### config.mk
export PLATFORM = sky130hd
export DESIGN_NAME = tcbh_row_scan
export DESIGN_NICKNAME = d
export VERILOG_FILES = /design/src/tcbh_pkg.sv /design/src/tcbh_row_scan.sv
export SDC_FILE = /design/constraint.sdc
export NUM_CORES = 1
export LEC_CHECK = 0
export ABC_AREA = 0
export CELL_PAD_IN_SITES_DETAIL_PLACEMENT = 1
export CELL_PAD_IN_SITES_GLOBAL_PLACEMENT = 1
export CORE_AREA = 5 5 76 78
export DETAILED_ROUTE_END_ITERATION = 8
export DIE_AREA = 0 0 81 83
export DONT_BUFFER_PORTS = 1
export GPL_TIMING_DRIVEN = 0
export PLACE_DENSITY = 0.63
export SYNTH_ARGS = -nofsm -noshare
export SYNTH_HDL_FRONTEND = slang
export SYNTH_SLANG_ARGS = --single-unit
### constraint.sdc
create_clock -name vclk -period 3.7
set_input_delay 0.185 -clock vclk [all_inputs]
set_output_delay 0.185 -clock vclk [all_outputs]
set_load 0.01 [all_outputs]
### src/tcbh_pkg.sv
`timescale 1ns / 1ps

package tcbh_pkg;

	localparam int KEY_W      = 32;
	localparam int VAL_W      = 8;
	localparam int CMD_W      = 2;
	localparam int ROW2_SHIFT = 16;

	localparam logic [CMD_W-1:0] CMD_LOOKUP = 2'd0;
	localparam logic [CMD_W-1:0] CMD_INSERT = 2'd1;
	localparam logic [CMD_W-1:0] CMD_REMOVE = 2'd2;

	typedef struct packed {
		logic             valid;
		logic [KEY_W-1:0] key;
		logic [VAL_W-1:0] value;
	} slot_t;

endpackage

### src/tcbh_row_scan.sv
`timescale 1ns / 1ps

module tcbh_row_scan #(
	parameter int SLOTS = 4
) (
	input  tcbh_pkg::slot_t [SLOTS-1:0]  row,
	input  logic [tcbh_pkg::KEY_W-1:0]   key,
	output logic [SLOTS-1:0]             hit_oh,
	output logic [SLOTS-1:0]             free_oh
);

	logic [SLOTS-1:0] hit_vec;
	logic [SLOTS-1:0] free_vec;

	always_comb begin
		for (int s = 0; s < SLOTS; s++) begin
			hit_vec[s]  = row[s].valid && (row[s].key == key);
			free_vec[s] = !row[s].valid;
		end
	end

	// keep only the lowest set bit
	assign hit_oh  = hit_vec & (~hit_vec + SLOTS'(1));
	assign free_oh = free_vec & (~free_vec + SLOTS'(1));

endmodule

==> summary.txt, run 1 <==
STA
  • Fin Hold WS: 420.8 ps
  • Max transition margin: 58.95%
  • RSZ-0062 raised after global routing: no
  • PnR worst setup slack: 1821 ps
  • Final Cycle Share: 50.79%
  • # setup viols final: 0
  • Minimum clock period: 1879 ps
  • Setup TNS: 0 ps
  • Slew Limit Fails: 0
  • Worst Max-Slew Pin Slew: 610.1 ps
  • F_max: 532.2 MHz
  • Final hold vios: 0

Pwr
  • Leakage power: 0.4837 nW
  • Worst VDD drop: 23.89 uV
  • Cell Pwr Density: 90.80 nW/um^2

Routing
  • WL/cell: 24.89 um
  • DRC viols: 0
  • Met3 Wirelength: 749 um
  • DR vias: 1378
  • Via/cell ratio: 5.362
  • Post-Route WL: 6396 um
  • Top sig layer: met3
  • Detail Route met2 WL: 3319 um
  • DRT Pass-1 Iters: 4
  • Routed Antenna Nets: 0
  • M1 WL: 2327 um
  • 1st-iter DRT viols: 23

Setup path
  • Type of the worst setup path: in -> out
  • Crit-path slowest cell: nor4_1
  • CP arrival: 1690 ps
  • Worst-path maximum fanout: 5
  • Startpoint types: input port
  • Worst EP required: 3510 ps
  • Worst path cell trace: buf_6 -> xor2_1 -> nor4_1 -> nand4_1 -> nor4_2 -> nor3b_2
  • Slowest Stage Delay on Critical Path: 390 ps
  • Crit end category: output port

Yosys
  • Seq/Total Area, Yosys: 0%
  • Syn_nets: 383
  • Synthesized cell area: 1478 sq um
  • Syn Inst Count: 187
  • Biggest area consumer among synthesized cells: xor2_1
  • XOR/XNOR Fraction of Synth Area: 74.09%
  • Synth Area in Compound Gates: 1.439%
  • Synthesis Warnings: 0
  • Top cells by area, synth: xor2_1 (38%), xnor2_1 (36%), nor4_1 (7.6%), nand4_1 (6.4%), nand3_1 (2.0%)
  • Largest family of logic cells by synthesized area: XOR/XNOR gates
  • Yosys top cell area share: 37.93%
  • Unique cell type count in the Yosys netlist: 20
  • Synthesized area per cell: 7.902 sq um
  • Synth Area in Adders: 0%
  • Multiplexer share of the synthesized area: 0%
  • Post-Synth Simple-Gate Area: 22.69%

Job
  • Max-Cap Viols: 0

Die
  • Initial Util: 29.50%
  • Row count: 26
  • Die height: 83 um
  • Core ar.: 5010 sq um
  • Die Wd: 81 um
  • Die area: 6723 sq um
  • # IOs: 204

Final layout
  • Clk_buf instances: 0
  • Layout cells sized above 1: 2.139%
  • Area Growth Syn to Fin: 5.927%
  • Seq_cells: 0
  • Sequential cell area: 0 sq um
  • Post-layout nets: 385
  • Diodes inserted: 0

Placed design
  • PortBufs: 0
  • Place WS: 1823 ps
  • Placer congestion estimate: 0.7320
  • DP Wirelength: 6032 um

Run status
  • Status: completed

Global routing
  • Total GRT Usage: 17.32%
  • GRT Residual Overflow: 0
  • Vias in the first global route: 1590
  • Largest net degree at the start of global routing: 6
  • Global-route wire length before repair: 8832 um
  • Antenna violations before repair: 0

CTS
  • CTS Hold Bufs: 0
  • Post-CTS Setup Repair Bufs: 0
  • Resize count post-CTS: 0

Worst hold path
  • Hold WC Path Type: in -> out
==> report_power, final <==
part / switching (W) / internal, W / total (W)
Combinational: 0.0000563 / 0.0000858 / 0.000142
Sequential: 0 / 0 / 0
Clock: 0 / 0 / 0
Total: 0.0000563 / 0.0000858 / 0.000142
==> critical path: cells and delay by family <==
kind | cells | cell delay (ps)
simple gates | 4 | 1240
buf+inv | 1 | 110
xor+xnor | 1 | 160
==> layer usage <==
layer	vias to the layer above	track usage [%]
met4	0	0
met1	637	19.55
li1	647	-
met2	94	33.01
met5	-	0
met3	0	5.303
==> per-stage QoR <==
step / cells / utilization (%) / power [W] / area, sq um
6_report: 257 / 31.24 / 0.0001421 / 1565
5_1_grt: 257 / 31.24 / 0.0001553 / 1565
4_1_cts: 257 / 31.24 / 0.0001451 / 1565
3_5_place_dp: 257 / 31.24 / 0.0001436 / 1565
3_3_place_gp: 257 / 31.24 / 0.0001411 / 1565
2_1_floorplan: 187 / - / 0.0001203 / 1478
==> kinds of logic after synthesis <==
group	after synthesis
buffers and inverters	5
AOI/OAI and AO/OA	3
and+or+nand+nor	54
xor gates and xnor gates	125
==> worst paths after layout <==
kind,cells past startpoint,end,from
setup / recovery,6,hit_oh[2],key[31]
hold / removal,1,free_oh[2],row[122]
==> placed cells by master (no fill, tap or decap) <==
cell | Yosys | final
buf_6 | 1 | 1
o21ai_0 | 1 | 1
nor2b_1 | 1 | 1
a222oi_1 | 1 | 1
nor2_1 | 2 | 2
nor4_2 | 1 | 1
nor3b_1 | 1 | 1
xnor2_1 | 61 | 61
nor4_1 | 18 | 18
o22ai_1 | 1 | 1
nand3_1 | 6 | 6
and4_1 | 1 | 1
nand4_1 | 15 | 15
nor3b_2 | 1 | 1
and3_1 | 1 | 1
inv_1 | 4 | 4
xor2_1 | 64 | 64
nor3_2 | 1 | 1
nand2_1 | 2 | 2
nor3_1 | 4 | 4
==> synth_stat cells <==
cell,number
xor2_1,64
xnor2_1,61
nor4_1,18
nand4_1,15
nand3_1,6
inv_1,4
nor3_1,4
nand2_1,2
nor2_1,2
a222oi_1,1
and3_1,1
and4_1,1
buf_6,1
nor2b_1,1
nor3_2,1
nor3b_1,1
nor3b_2,1
nor4_2,1
o21ai_0,1
o22ai_1,1
==> area by class of cell <==
type / count / area [sq um]
multi-input cells: 182 / 1451
inverters: 4 / 15.01
plain buffers: 1 / 11.26
well taps: 70 / 87.58
fillers: 640 / 3445
Power figures use the tool's default switching activity.
==> run 2, diff against run 1 <==
PLACE_DENSITY = 0.66   (was 0.63)
clock period = 1.6 ns   (was 3.7 ns; I/O delays follow)
==> run 2 against run 1 <==
  * Sequential cell count stayed put
  * First-iteration DRC count rose by 52%
  * Power is 140% higher
  * Final cell count unchanged
  * Critical path depth is the same
  * Highest routed layer is now met4
==> summary.txt, run 2 (synthesis results as in run 1) <==
STA
  • Setup TNS: 0 ps
  • Final Cycle Share: 94.46%
  • Max transition margin: 60.65%
  • Slew Limit Fails: 0
  • F_max: 661.7 MHz
  • RSZ-0062 raised after global routing: yes
  • Minimum clock period: 1511 ps
  • Final hold vios: 0
  • Worst Max-Slew Pin Slew: 584.9 ps
  • # setup viols final: 0

Final layout
  • Seq_cells: 0
  • Clk_buf instances: 0
  • Layout cells sized above 1: 5.348%
  • Area Growth Syn to Fin: 9.568%
  • Diodes inserted: 0
  • Sequential cell area: 0 sq um
  • Commonest cells after routing, fill and taps aside: xor2_1 (64), xnor2_1 (61), nand4_1 (15)
  • Leading cell type in the layout, fill and taps excluded: xor2_1
  • Post-layout nets: 385

Routing
  • Via/cell ratio: 5.405
  • Routed Antenna Nets: 0
  • WL/cell: 25.09 um
  • DRC viols: 0
  • DR vias: 1389
  • M1 WL: 2351 um
  • Met3 Wirelength: 758 um
  • Detail Route met2 WL: 3292 um
  • DRT Pass-1 Iters: 4
  • 1st-iter DRT viols: 35
  • Top sig layer: met4
  • Post-Route WL: 6448 um

Global routing
  • Antenna violations before repair: 0
  • Global-route wire length before repair: 9163 um
  • Largest net degree at the start of global routing: 6
  • Vias in the first global route: 1585
  • GRT Residual Overflow: 0
  • Total GRT Usage: 17.96%

Setup path
  • Worst-path maximum fanout: 5
  • CP dominant cell by count: nor4_1
  • Crit end category: output port
  • Crit-path slowest cell: nor4_1
  • Startpoint types: input port
  • Worst EP required: 1520 ps
  • CP arrival: 1430 ps
  • Worst path cell trace: buf_6 -> xor2_1 -> nor4_1 -> nand3_1 -> nor3_4 -> nor4_1
  • Type of the worst setup path: in -> out
  • Slowest Stage Delay on Critical Path: 340 ps

Worst hold path
  • Hold WC Path Type: in -> out

Placed design
  • DP Wirelength: 6045 um
  • PortBufs: 0
  • Placer congestion estimate: 0.7594

Die
  • Core ar.: 5010 sq um
  • Die Wd: 81 um
  • Die height: 83 um
  • # IOs: 204
  • Die area: 6723 sq um
  • Initial Util: 29.50%
  • Row count: 26

Pwr
  • Worst VDD drop: 55.01 uV
  • Cell Pwr Density: 208.2 nW/um^2
  • Leakage power: 0.5112 nW
  • Power Total: 0.0003370 W

Run status
  • Status: completed

Job
  • Max-Cap Viols: 0

CTS
  • CTS Hold Bufs: 0
[run 2: cell counts in the layout (fill, tap and decap cells not counted)]
Identical to the previous run, type by type.
[run 2: through the flow]
step           util (%)  hold slack (ps)  worst slack (ps)  cell area, sq um  instances
3_5_place_dp      31.24            212.5            -71.56              1565        257
3_3_place_gp      31.24            213.7            -57.00              1565        257
5_1_grt           32.32            213.8            -119.4              1619        257
4_1_cts           31.87            212.6             6.678              1597        257
2_1_floorplan         -            207.5             251.6              1478        187
6_report          32.32            211.5             88.72              1619        257
[run 2: report_power, final]
part | total, W | switching, W | internal [W]
combinational | 0.000337 | 0.000136 | 0.000201
clock | 0 | 0 | 0
sequential | 0 | 0 | 0
[run 2: final cells by class]
| class | count | area (sq um) |
|---|---|---|
| Multi-Input combinational cell | 182 | 1505 |
| Fill cell | 648 | 3391 |
| Inverter | 4 | 15.01 |
| Buffer | 1 | 11.26 |
| Tap cell | 70 | 87.58 |
[run 2: critical path, delay by kind of cell]
family,cells,cell delay (ps)
AND/OR/NAND/NOR,4,1070
buffers and inverters,1,120
XOR/XNOR,1,170
[run 2: repair_timing]
| action | in CTS | in global routing |
|---|---|---|
| endpoints found under the setup margin | 3 | 3 |
| endpoints found under the hold margin | 0 | 0 |
| gates resized for setup | 5 | 4 |
| pin swaps | 0 | 1 |
| buffers inserted | 0 | 0 |
[run 2: final timing paths]
| check | slack [ps] | depth (start not counted) | endpoint | from |
|---|---|---|---|---|
| worst max-delay path | 90 | 6 | hit_oh[3] | key[31] |
| worst min-delay path | 210 | 1 | free_oh[2] | row[122] |
[run 2: layer usage]
metal	vias up	GRT usage, %
li1	647	-
met1	640	20.46
met2	100	33.61
met3	2	5.303
met4	0	1.075
met5	-	0
==> run 3, diff against run 2 <==
BUFFER_PORTS_ARGS = -buffer_cell sky130_fd_sc_hd__buf_2   (was unset)
CORE_AREA = unset   (was 5 5 76 78)
CORE_ASPECT_RATIO = 0.9   (was unset)
CORE_MARGIN = 5   (was unset)
CORE_UTILIZATION = 17   (was unset)
DIE_AREA = unset   (was 0 0 81 83)
DONT_BUFFER_PORTS = unset   (was 1)
GPL_TIMING_DRIVEN = unset   (was 0)
PLACE_DENSITY = 0.77   (was 0.66)
TNS_END_PERCENT = 10   (was unset)
==> run 3 against run 2 <==
  * The run now ends with negative setup slack left
  * Largest power group unchanged
  * Sequential share of layout area unchanged
  * Clock-buffer cell count is the same
  * Critical path type unchanged
  * Power increased by 130%
  * Die area increased by 59%
  * Core utilization is 3.4 points higher
  * Final cell count grew 98%
  * Setup slack lost 110 ps
==> summary.txt, run 3 (synthesis results as in run 1) <==
Run status
  • Status: complete, but fails checks
  • Failing checks: negative setup slack

Routing
  • WL/cell: 18.99 um
  • DRC viols: 0
  • Post-Route WL: 9646 um
  • DRT Pass-1 Iters: 4
  • DR vias: 2192
  • 1st-iter DRT viols: 44
  • Routed Antenna Nets: 0
  • Via/cell ratio: 4.315

STA
  • PnR worst setup slack: -19.73 ps
  • Final Cycle Share: 101.2%
  • Slew Limit Fails: 0
  • Max transition margin: 78.26%
  • Final hold vios: 0
  • Worst Max-Slew Pin Slew: 326.1 ps
  • Minimum clock period: 1620 ps
  • # setup viols final: 4
  • RSZ-0062 raised after global routing: yes
  • F_max: 617.4 MHz

Setup path
  • Type of the worst setup path: in -> out
  • Crit end category: output port
  • CP delay by family, top: simple AND/OR/NAND/NOR gates
  • Worst-path maximum fanout: 3
  • Slowest Stage Delay on Critical Path: 290 ps
  • Worst path cell trace: buf_2 -> buf_4 -> xor2_1 -> nor4_1 -> nand4_1 -> nor3_4 -> buf_6 -> nor4_4 -> buf_4
  • Crit-path slowest cell: nor4_1
  • Worst EP required: 1520 ps
  • Startpoint types: input port
  • CP Buf/Inv Count: 4
  • CP arrival: 1540 ps
  • CP dominant cell by count: buf_4

Placed design
  • PortBufs: 172
  • Cells after DPL: 504
  • Placer congestion estimate: 0.8843
  • Post-DP Area: 2704 sq um
  • DP Wirelength: 8599 um

Die
  • # IOs: 204
  • Initial Util: 17.33%
  • Row count: 32
  • Die Wd: 108.3 um
  • Die area: 10660 sq um
  • Core ar.: 8528 sq um
  • Die height: 98.45 um

Final layout
  • Final cell count without fillers: 508
  • Post-layout instance area: 3044 sq um
  • Diodes inserted: 0
  • Layout cells sized above 1: 59.13%
  • Commonest cells after routing, fill and taps aside: buf_2 (158), xor2_1 (61), xnor2_1 (54)
  • Leading cell type in the layout, fill and taps excluded: buf_2
  • Sequential cell area: 0 sq um
  • Area Growth Syn to Fin: 106.0%
  • Seq_cells: 0
  • Clk_buf instances: 0
  • Fillcell total: 1068
  • Post-layout nets: 587

Global routing
  • Total GRT Usage: 16.97%
  • GRT Residual Overflow: 0
  • Vias in the first global route: 2528
  • Global-route wire length before repair: 13860 um
  • Antenna violations before repair: 0
  • Largest net degree at the start of global routing: 5

CTS
  • CTS Hold Bufs: 0

Pwr
  • Worst VDD drop: 78.36 uV
  • Leakage power: 1.427 nW
  • Cell Pwr Density: 259.4 nW/um^2

Job
  • Max-Cap Viols: 0

Worst hold path
  • Hold WC Path Type: in -> out
[run 3: changes by cell type in the layout (fill, tap and decap cells not counted), moves of 4 or more]
| cell | delta |
|---|---|
| buf_4 | +27 |
| buf_2 | +158 |
| xnor2_4 | +4 |
| xnor2_1 | -7 |
| buf_6 | +15 |
[run 3: worst min-delay path, stage by stage]
cell and delay (ps):
buf_2 90, nor3b_1 40, buf_2 130
[run 3: area by class of cell]
cell class / count / area, sq um / area share, %
Multi-Input combinational cell: 182 / 1667 / 54.75
Timing Repair Buffer: 203 / 1214 / 39.87
Tap cell: 119 / 148.9 / 4.891
Inverter: 4 / 15.01 / 0.4932
[run 3: what timing repair did]
action,in CTS,in global routing
endpoints found under the setup margin,4,4
gates resized for setup,27,29
pin swaps,15,13
gates cloned,0,0
buffers inserted,1,4
[run 3: routing by layer]
layer / routed length [um] / vias up / GRT usage (%)
met2: 5199 / 98 / 34.42
met5: 0 / - / 0
met4: 75 / 0 / 0.3883
met3: 620 / 6 / 2.750
li1: - / 1057 / -
met1: 3751 / 1031 / 19.29
[run 3: report_power, final]
part	switching (W)	total [W]	internal [W]	leakage, nW
clock	0	0	0	0
combinational	0.000362	0.000790	0.000428	1.43
sequential	0	0	0	0
total	0.000362	0.000790	0.000428	1.43
[run 3: per-stage QoR]
| stage | total power (W) | setup slack [ps] | setup TNS (ps) | hold WS, ps | util, % |
|---|---|---|---|---|---|
| 2_1_floorplan | 0.0002781 | 251.6 | 0 | 207.5 | - |
| 3_3_place_gp | 0.0006896 | -130.9 | -372.9 | 418.3 | 31.70 |
| 3_5_place_dp | 0.0007128 | -191.0 | -539.8 | 424.1 | 31.70 |
| 4_1_cts | 0.0007523 | -32.33 | -67.25 | 423.7 | 33.38 |
| 5_1_grt | 0.0008547 | -149.0 | -555.2 | 436.1 | 35.70 |
| 6_report | 0.0007896 | -19.73 | -55.07 | 423.2 | 35.70 |
[run 3: path summary, 6_finish.rpt]
| check | start | to | slack (ps) | depth (start not counted) |
|---|---|---|---|---|
| worst max-delay path | key[18] | hit_oh[3] | -20 | 9 |
| worst min-delay path | row[163] | free_oh[3] | 420 | 3 |
